### config.mk
export PLATFORM = sky130hd
export DESIGN_NAME = ohlcv_bar_resampler
export DESIGN_NICKNAME = d
export VERILOG_FILES = /design/src/sv/obr_pkg.sv /design/src/sv/obr_mod_unit.sv /design/src/sv/ohlcv_bar_resampler.sv
export SDC_FILE = /design/constraint.sdc
export NUM_CORES = 1
export LEC_CHECK = 0
export ABC_AREA = 1
export CAP_MARGIN = 20
export CORE_MARGIN = 2
export CORE_UTILIZATION = 50
export DETAILED_ROUTE_END_ITERATION = 6
export DONT_BUFFER_PORTS = 1
export PLACE_DENSITY_LB_ADDON = 0.15
export SYNTH_ARGS = -nofsm -noshare
export SYNTH_HDL_FRONTEND = slang
export SYNTH_SLANG_ARGS = --single-unit
### constraint.sdc
create_clock -name i_clk -period 20.1 [get_ports i_clk]
set_input_delay 2.01 -clock i_clk [delete_from_list [all_inputs] [get_ports i_clk]]
set_output_delay 2.01 -clock i_clk [all_outputs]
set_load 0.005 [all_outputs]
### src/sv/obr_pkg.sv
// ----------------------------------------------------------------------------
// OHLCV bar resampler package
// Field widths, item types and sequencer states shared by the resampler.
// ----------------------------------------------------------------------------
package obr_pkg;

    localparam int TIME_BITS    = 40;
    localparam int PRICE_BITS   = 32;
    localparam int IN_VOL_BITS  = 40;
    localparam int VOLUME_BITS  = 48;
    localparam int PERIOD_BITS  = 32;
    localparam int CNT_BITS     = $clog2(TIME_BITS);

    localparam logic [PERIOD_BITS-1:0] PERIOD_RESET = PERIOD_BITS'(3600);

    typedef struct packed {
        logic [TIME_BITS-1:0]   bar_time;
        logic [PRICE_BITS-1:0]  bar_open;
        logic [PRICE_BITS-1:0]  bar_high;
        logic [PRICE_BITS-1:0]  bar_low;
        logic [PRICE_BITS-1:0]  bar_close;
        logic [IN_VOL_BITS-1:0] bar_volume;
        logic                   series_end;
    } t_bar_in;

    typedef struct packed {
        logic [TIME_BITS-1:0]   bucket_start;
        logic [PRICE_BITS-1:0]  out_open;
        logic [PRICE_BITS-1:0]  out_high;
        logic [PRICE_BITS-1:0]  out_low;
        logic [PRICE_BITS-1:0]  out_close;
        logic [VOLUME_BITS-1:0] out_volume;
        logic                   run_last;
        logic                   final_bar;
    } t_bar_out;

    typedef enum logic [2:0] {
        ST_IDLE,
        ST_DIV,
        ST_CMP,
        ST_EMIT_OLD,
        ST_UPDATE,
        ST_EMIT_END
    } t_state;

endpackage

### src/sv/obr_mod_unit.sv
// ----------------------------------------------------------------------------
// Iterative remainder unit
// Radix-2 restoring remainder of a timestamp by the bucket period, one
// dividend bit per cycle.
// ----------------------------------------------------------------------------
module obr_mod_unit (
    input  logic                                i_clk,
    input  logic                                i_rst_n,
    input  logic                                i_start,
    input  logic [obr_pkg::TIME_BITS-1:0]       i_dividend,
    input  logic [obr_pkg::PERIOD_BITS-1:0]     i_divisor,
    output logic                                o_done,
    output logic [obr_pkg::PERIOD_BITS-1:0]     o_rem
);

    logic                               r_busy;
    logic                               r_done;
    logic [obr_pkg::CNT_BITS-1:0]       r_cnt;
    logic [obr_pkg::TIME_BITS-1:0]      r_dvd;
    logic [obr_pkg::PERIOD_BITS-1:0]    r_div;
    logic [obr_pkg::PERIOD_BITS-1:0]    r_rem;
    logic [obr_pkg::PERIOD_BITS:0]      w_trial;
    logic [obr_pkg::PERIOD_BITS:0]      w_diff;
    logic [obr_pkg::PERIOD_BITS-1:0]    n_rem;

    always_comb begin
        w_trial = {r_rem, r_dvd[obr_pkg::TIME_BITS-1]};
        w_diff  = w_trial - {1'b0, r_div};
        if (w_trial >= {1'b0, r_div}) begin
            n_rem = w_diff[obr_pkg::PERIOD_BITS-1:0];
        end else begin
            n_rem = w_trial[obr_pkg::PERIOD_BITS-1:0];
        end
    end

    always_ff @(posedge i_clk) begin
        if (!i_rst_n) begin
            r_busy <= 1'b0;
            r_done <= 1'b0;
            r_cnt  <= '0;
        end else begin
            r_done <= 1'b0;
            if (i_start) begin
                r_busy <= 1'b1;
                r_cnt  <= obr_pkg::CNT_BITS'(obr_pkg::TIME_BITS - 1);
            end else if (r_busy) begin
                r_cnt <= r_cnt - 1'b1;
                if (r_cnt == '0) begin
                    r_busy <= 1'b0;
                    r_done <= 1'b1;
                end
            end
        end
    end

    always_ff @(posedge i_clk) begin
        if (i_start) begin
            r_dvd <= i_dividend;
            r_rem <= '0;
            r_div <= (i_divisor == '0) ? obr_pkg::PERIOD_BITS'(1) : i_divisor;
        end else if (r_busy) begin
            r_dvd <= {r_dvd[obr_pkg::TIME_BITS-2:0], 1'b0};
            r_rem <= n_rem;
        end
    end

    assign o_done = r_done;
    assign o_rem  = r_rem;

`ifndef SYNTHESIS
    a_done_after_busy: assert property (@(posedge i_clk) disable iff (!i_rst_n)
        r_done |-> $past(r_busy))
        else $error("remainder done without a running pass");
    a_rem_below_div: assert property (@(posedge i_clk) disable iff (!i_rst_n)
        r_done |-> (r_rem < r_div))
        else $error("remainder not below divisor");
    a_no_restart: assert property (@(posedge i_clk) disable iff (!i_rst_n)
        i_start |-> !r_busy)
        else $error("remainder unit restarted while busy");
`endif

endmodule

### src/sv/ohlcv_bar_resampler.sv
// ----------------------------------------------------------------------------
// OHLCV bar resampler
// Merges time-ordered source bars into coarser bars on a fixed time grid.
// ----------------------------------------------------------------------------
// One input item is handled at a time. An item is taken, its timestamp is
// reduced in the shared remainder unit (bit-serial steps over the 40-bit
// timestamp by the period, then the remainder is handed back), the bar is
// placed in its bucket and merged; each result is loaded into the output
// register once that register is free. Each item gives zero, one or two
// result items; the output register holds a result while the next input
// item is taken.
module ohlcv_bar_resampler (
    input  logic                                i_clk,
    input  logic                                i_rst_n,
    input  logic                                i_cfg_we,
    input  logic [obr_pkg::PERIOD_BITS-1:0]     i_cfg_data,
    input  logic                                i_in_valid,
    output logic                                o_in_ready,
    input  obr_pkg::t_bar_in                    i_in,
    output logic                                o_out_valid,
    input  logic                                i_out_ready,
    output obr_pkg::t_bar_out                   o_out
);

    obr_pkg::t_state                    r_state;
    obr_pkg::t_state                    n_state;
    logic [obr_pkg::PERIOD_BITS-1:0]    r_period;
    obr_pkg::t_bar_in                   r_in;
    logic [obr_pkg::TIME_BITS-1:0]      r_bucket;
    logic                               r_hit;
    logic                               r_held;
    logic [obr_pkg::TIME_BITS-1:0]      r_held_start;
    logic [obr_pkg::PRICE_BITS-1:0]     r_held_open;
    logic [obr_pkg::PRICE_BITS-1:0]     r_held_high;
    logic [obr_pkg::PRICE_BITS-1:0]     r_held_low;
    logic [obr_pkg::PRICE_BITS-1:0]     r_held_close;
    logic [obr_pkg::VOLUME_BITS-1:0]    r_held_volume;
    logic                               r_out_valid;
    obr_pkg::t_bar_out                  r_out;

    logic                               w_accept;
    logic                               w_slot;
    logic                               w_load_old;
    logic                               w_load_end;
    logic                               w_update;
    logic                               w_div_done;
    logic [obr_pkg::PERIOD_BITS-1:0]    w_rem;
    logic [obr_pkg::VOLUME_BITS:0]      w_vol_sum;
    logic [obr_pkg::VOLUME_BITS-1:0]    w_vol_sat;

    obr_mod_unit u_mod (
        .i_clk      (i_clk),
        .i_rst_n    (i_rst_n),
        .i_start    (w_accept),
        .i_dividend (i_in.bar_time),
        .i_divisor  (r_period),
        .o_done     (w_div_done),
        .o_rem      (w_rem)
    );

    assign w_slot = !r_out_valid || i_out_ready;

    always_comb begin
        n_state = r_state;
        case (r_state)
            obr_pkg::ST_IDLE: begin
                if (i_in_valid) begin
                    n_state = obr_pkg::ST_DIV;
                end
            end
            obr_pkg::ST_DIV: begin
                if (w_div_done) begin
                    n_state = obr_pkg::ST_CMP;
                end
            end
            obr_pkg::ST_CMP: begin
                if (r_held && (r_held_start != r_bucket)) begin
                    n_state = obr_pkg::ST_EMIT_OLD;
                end else begin
                    n_state = obr_pkg::ST_UPDATE;
                end
            end
            obr_pkg::ST_EMIT_OLD: begin
                if (w_slot) begin
                    n_state = obr_pkg::ST_UPDATE;
                end
            end
            obr_pkg::ST_UPDATE: begin
                if (r_in.series_end) begin
                    n_state = obr_pkg::ST_EMIT_END;
                end else begin
                    n_state = obr_pkg::ST_IDLE;
                end
            end
            obr_pkg::ST_EMIT_END: begin
                if (w_slot) begin
                    n_state = obr_pkg::ST_IDLE;
                end
            end
            default: begin
                n_state = obr_pkg::ST_IDLE;
            end
        endcase
    end

    always_comb begin
        o_in_ready = 1'b0;
        w_load_old = 1'b0;
        w_load_end = 1'b0;
        w_update   = 1'b0;
        case (r_state)
            obr_pkg::ST_IDLE:     o_in_ready = 1'b1;
            obr_pkg::ST_EMIT_OLD: w_load_old = w_slot;
            obr_pkg::ST_UPDATE:   w_update   = 1'b1;
            obr_pkg::ST_EMIT_END: w_load_end = w_slot;
            default: begin
                o_in_ready = 1'b0;
            end
        endcase
    end

    assign w_accept = i_in_valid && o_in_ready;

    always_comb begin
        w_vol_sum = {1'b0, r_held_volume}
                  + (obr_pkg::VOLUME_BITS + 1)'(r_in.bar_volume);
        if (w_vol_sum[obr_pkg::VOLUME_BITS]) begin
            w_vol_sat = '1;
        end else begin
            w_vol_sat = w_vol_sum[obr_pkg::VOLUME_BITS-1:0];
        end
    end

    always_ff @(posedge i_clk) begin
        if (!i_rst_n) begin
            r_state     <= obr_pkg::ST_IDLE;
            r_period    <= obr_pkg::PERIOD_RESET;
            r_held      <= 1'b0;
            r_out_valid <= 1'b0;
        end else begin
            r_state <= n_state;
            if (i_cfg_we) begin
                r_period <= i_cfg_data;
            end
            if (w_update) begin
                r_held <= 1'b1;
            end else if (w_load_end) begin
                r_held <= 1'b0;
            end
            if (w_load_old || w_load_end) begin
                r_out_valid <= 1'b1;
            end else if (i_out_ready) begin
                r_out_valid <= 1'b0;
            end
        end
    end

    always_ff @(posedge i_clk) begin
        if (w_accept) begin
            r_in <= i_in;
        end
        if (w_div_done) begin
            r_bucket <= r_in.bar_time - obr_pkg::TIME_BITS'(w_rem);
        end
        if (r_state == obr_pkg::ST_CMP) begin
            r_hit <= r_held && (r_held_start == r_bucket);
        end
        if (w_update) begin
            r_held_close <= r_in.bar_close;
            if (r_hit) begin
                if (r_in.bar_high > r_held_high) begin
                    r_held_high <= r_in.bar_high;
                end
                if (r_in.bar_low < r_held_low) begin
                    r_held_low <= r_in.bar_low;
                end
                r_held_volume <= w_vol_sat;
            end else begin
                r_held_start  <= r_bucket;
                r_held_open   <= r_in.bar_open;
                r_held_high   <= r_in.bar_high;
                r_held_low    <= r_in.bar_low;
                r_held_volume <= obr_pkg::VOLUME_BITS'(r_in.bar_volume);
            end
        end
        if (w_load_old || w_load_end) begin
            r_out.bucket_start <= r_held_start;
            r_out.out_open     <= r_held_open;
            r_out.out_high     <= r_held_high;
            r_out.out_low      <= r_held_low;
            r_out.out_close    <= r_held_close;
            r_out.out_volume   <= r_held_volume;
            r_out.run_last     <= w_load_end || !r_in.series_end;
            r_out.final_bar    <= w_load_end;
        end
    end

    assign o_out_valid = r_out_valid;
    assign o_out       = r_out;

`ifndef SYNTHESIS
    a_load_into_free_slot: assert property (@(posedge i_clk) disable iff (!i_rst_n)
        (w_load_old || w_load_end) |-> (!r_out_valid || i_out_ready))
        else $error("result loaded over an untaken item");
    a_emit_old_needs_held: assert property (@(posedge i_clk) disable iff (!i_rst_n)
        (r_state == obr_pkg::ST_EMIT_OLD) |-> r_held)
        else $error("older bar emitted with no bar held");
    a_end_clears_held: assert property (@(posedge i_clk) disable iff (!i_rst_n)
        w_load_end |=> !r_held)
        else $error("held bar kept after series end");
`endif

endmodule

==> impl_metrics.py <==
metrics = {
    "outcome": {
        "status": "complete, no violations",
    },
    "placed_design": {
        "dp_hpwl_um": 70400,
        "gp_congestion": 0.948,
        "io_buffers": 0,
        "place_inst": 4527,
    },
    "route": {
        "dr.pass1.iters": 5,
        "wl_per_cell_um": 19.9,
        "drt-total-wl_um": 93300,
        "vias_per_cell": 5.21,
        "drc": 0,
        "antenna_left": 0,
        "drt_iter0_markers": 1717,
        "via_count": 24500,
    },
    "job": {
        "max_cap_viol_count": 0,
    },
    "yosys": {
        "ys_warn_count": 0,
        "synthFlopType": "edfxtp_1",
        "postSynth.asyncResetShare_pct": 0,
        "yosysTopAreaCellShare_pct": 59.8,
        "avgSynthCellArea_sq_um": 10.5,
        "seq_area_frac_synth_pct": 63.9,
        "yosysTopAreaCell": "edfxtp_1",
        "synth_edf_count": 756,
        "yosys-top-cells-area": "edfxtp_1, nand2_1, ha_1",
        "yosys-top-cells-count": "nand2_1, edfxtp_1, inv_1",
        "ys_ff_latch": 833,
        "synth_most_common_cell": "nand2_1",
        "synth_fp_nets": 4028,
        "synthCells": 3610,
        "synth_area_sq_um": 37900,
        "ys_types": 48,
    },
    "floorplanning": {
        "die-area_sq_um": 78100,
        "coreArea_sq_um": 75600,
        "initial_core_util_pct": 50.2,
        "fp.dieW_um": 279,
        "ios": 466,
        "num_rows": 101,
        "die_h_um": 279,
    },
    "power": {
        "p_total_uw": 4700,
        "total_leakage_power_uw": 0.0170,
        "p_per_area_nw_per_um2": 112,
        "ir_drop_v": 0.0000675,
    },
    "final_layout": {
        "drive_gt1_share_pct": 5.17,
        "nets": 4058,
        "layout.cells.non_filler": 4693,
        "syn2layout_area_growth_pct": 10.1,
    },
    "clock_tree": {
        "post_cts_buffers": 0,
        "cts_tree": "built",
        "clk_latency_ns": 0.65,
        "cts.sinks": 833,
        "ctsHoldBuffers": 0,
        "path_clk_slew_ns": 0.06,
        "cts_max_path_buffers": 3,
        "cts_root_buffer": "clkbuf_16",
        "cts_resized": 0,
        "cts.htree.levels": 3,
        "cts-buffers-inserted": 88,
    },
    "timing": {
        "clock.fmax_ghz": 0.229,
        "worst_slew_pin_slew_ns": 1.04,
        "period_share_pct": 21.7,
        "tns_ns": 0,
        "relSlewSlack_pct": 30.7,
        "finalHoldViolations": 0,
        "finalSetupViolations": 0,
        "fin_crit_ns": 4.37,
        "slew_viol_final": 0,
        "grt_setup_unrepaired": "false",
        "fin_skew_ns": 0.0294,
    },
    "global_routing": {
        "antenna_found_initial": 5,
        "grt.total_usage_pct": 23.6,
        "grt_pass1_vias": 23600,
        "grt_max_degree": 78,
        "grt_pass1_wl_um": 140000,
        "grt_overflow_total": 0,
    },
    "setup_path": {
        "crit_path_end_kind": "flop",
        "crit_type": "in2reg",
        "worstPathMaxFanout": 77,
        "critPathLaunchType": "input pin",
        "required_ns": 20.36,
        "critPathArrivalTime_ns": 4.62,
    },
    "worst_hold_path": {
        "hp-class": "reg2reg",
    },
}
flip-flops by register name, indices dropped and copies added (netlist names), 3 cells and up:
register and cells:
o_out 218, r_in 209, r_held_volume 48, r_bucket 40
r_held_start 40, u_mod.r_dvd 40, r_held_close 32, r_held_high 32
r_held_low 32, r_held_open 32, r_period 32, u_mod.o_rem 32
u_mod.r_div 32, u_mod.r_cnt 6, r_state 3
worst paths after layout:
path | startpoint | cells past startpoint | to | slack, ns
min | r_in[141] | 0 | r_held_open[4] | 0.41
max reg2reg | r_state[0] | 8 | r_in[51] | 16.15
min reg2reg | r_in[141] | 0 | r_held_open[4] | 0.41
max | i_in_valid | 5 | r_in[51] | 15.73
power by group:
group	switching (uW)	total [uW]	leakage, uW	internal (uW)
Clock	668	1560	0.00135	891
Combinational	594	842	0.00807	249
Sequential	100	2290	0.00762	2190
Total	1360	4700	0.0170	3330
placed cells by master (no fill, tap or decap), drive strengths merged, types with 2 or more instances in the layout:
cell,count
nor2,285
o21a,10
clkinvlp,5
buf,18
nor4,13
a211oi,2
and3,2
nand2,944
a31oi,11
nand4,46
edfxtp,756
inv,510
diode,2
clkinv,39
o21bai,7
nand3,202
a21boi,4
dfxtp,77
xnor2,50
a21oi,177
o21ai,176
a21o,2
o211ai,2
clkbuf,113
fa,3
ha,169
xor2,35
nor3,34
nand3b,9
bufinv,5
cell type report:
class                           count  area (sq um)
Fill cell                        6579         33800
Sequential cell                   833         24200
Multi-Input combinational cell   2190         11400
Clock buffer                      113          2340
Inverter                          509          1920
Tap cell                          978          1220
Clock inverter                     50           442
Timing Repair Buffer               18           155
Antenna cell                        2          5.00
kinds of logic (layout without fill, tap and decap cells):
logic type                 after synthesis  in the layout  share of synthesized area [%]
and+or+nand+nor                       1536           1536                           16.7
DFF                                    833            833                           63.9
buffers and inverters                  587            690                           6.04
AOI/OAI and AO/OA                      397            397                           5.63
adders and majority gates              172            172                           5.73
xor gates and xnor gates                85             85                           1.96
other                                    0              2                              0
layer usage:
layer,routed length [um],track usage [%],vias to the layer above
li1,-,-,12200
met1,38600,29.4,11500
met2,47800,42.2,596
met3,4220,3.64,145
met4,2710,7.36,0
met5,0,0,-
metrics by stage:
step | utilization (%) | hold slack (ns) | instance area (sq um) | worst slack (ns)
after floorplan | - | 0.400 | 37900 | 6.64
after global placement | 51.5 | 0.400 | 38900 | 15.08
after detailed placement | 51.5 | 0.405 | 38900 | 15.04
after CTS | 55.2 | 0.410 | 41700 | 15.72
after global routing | 55.3 | 0.419 | 41800 | 15.53
final | 55.3 | 0.413 | 41800 | 15.73
critical path: stages:
cell and delay, ns:
nand2_2 0.04, buf_4 0.30, inv_8 0.48, buf_4 0.74, buf_4 0.85
No activity file was read; power rests on OpenSTA's default activity.
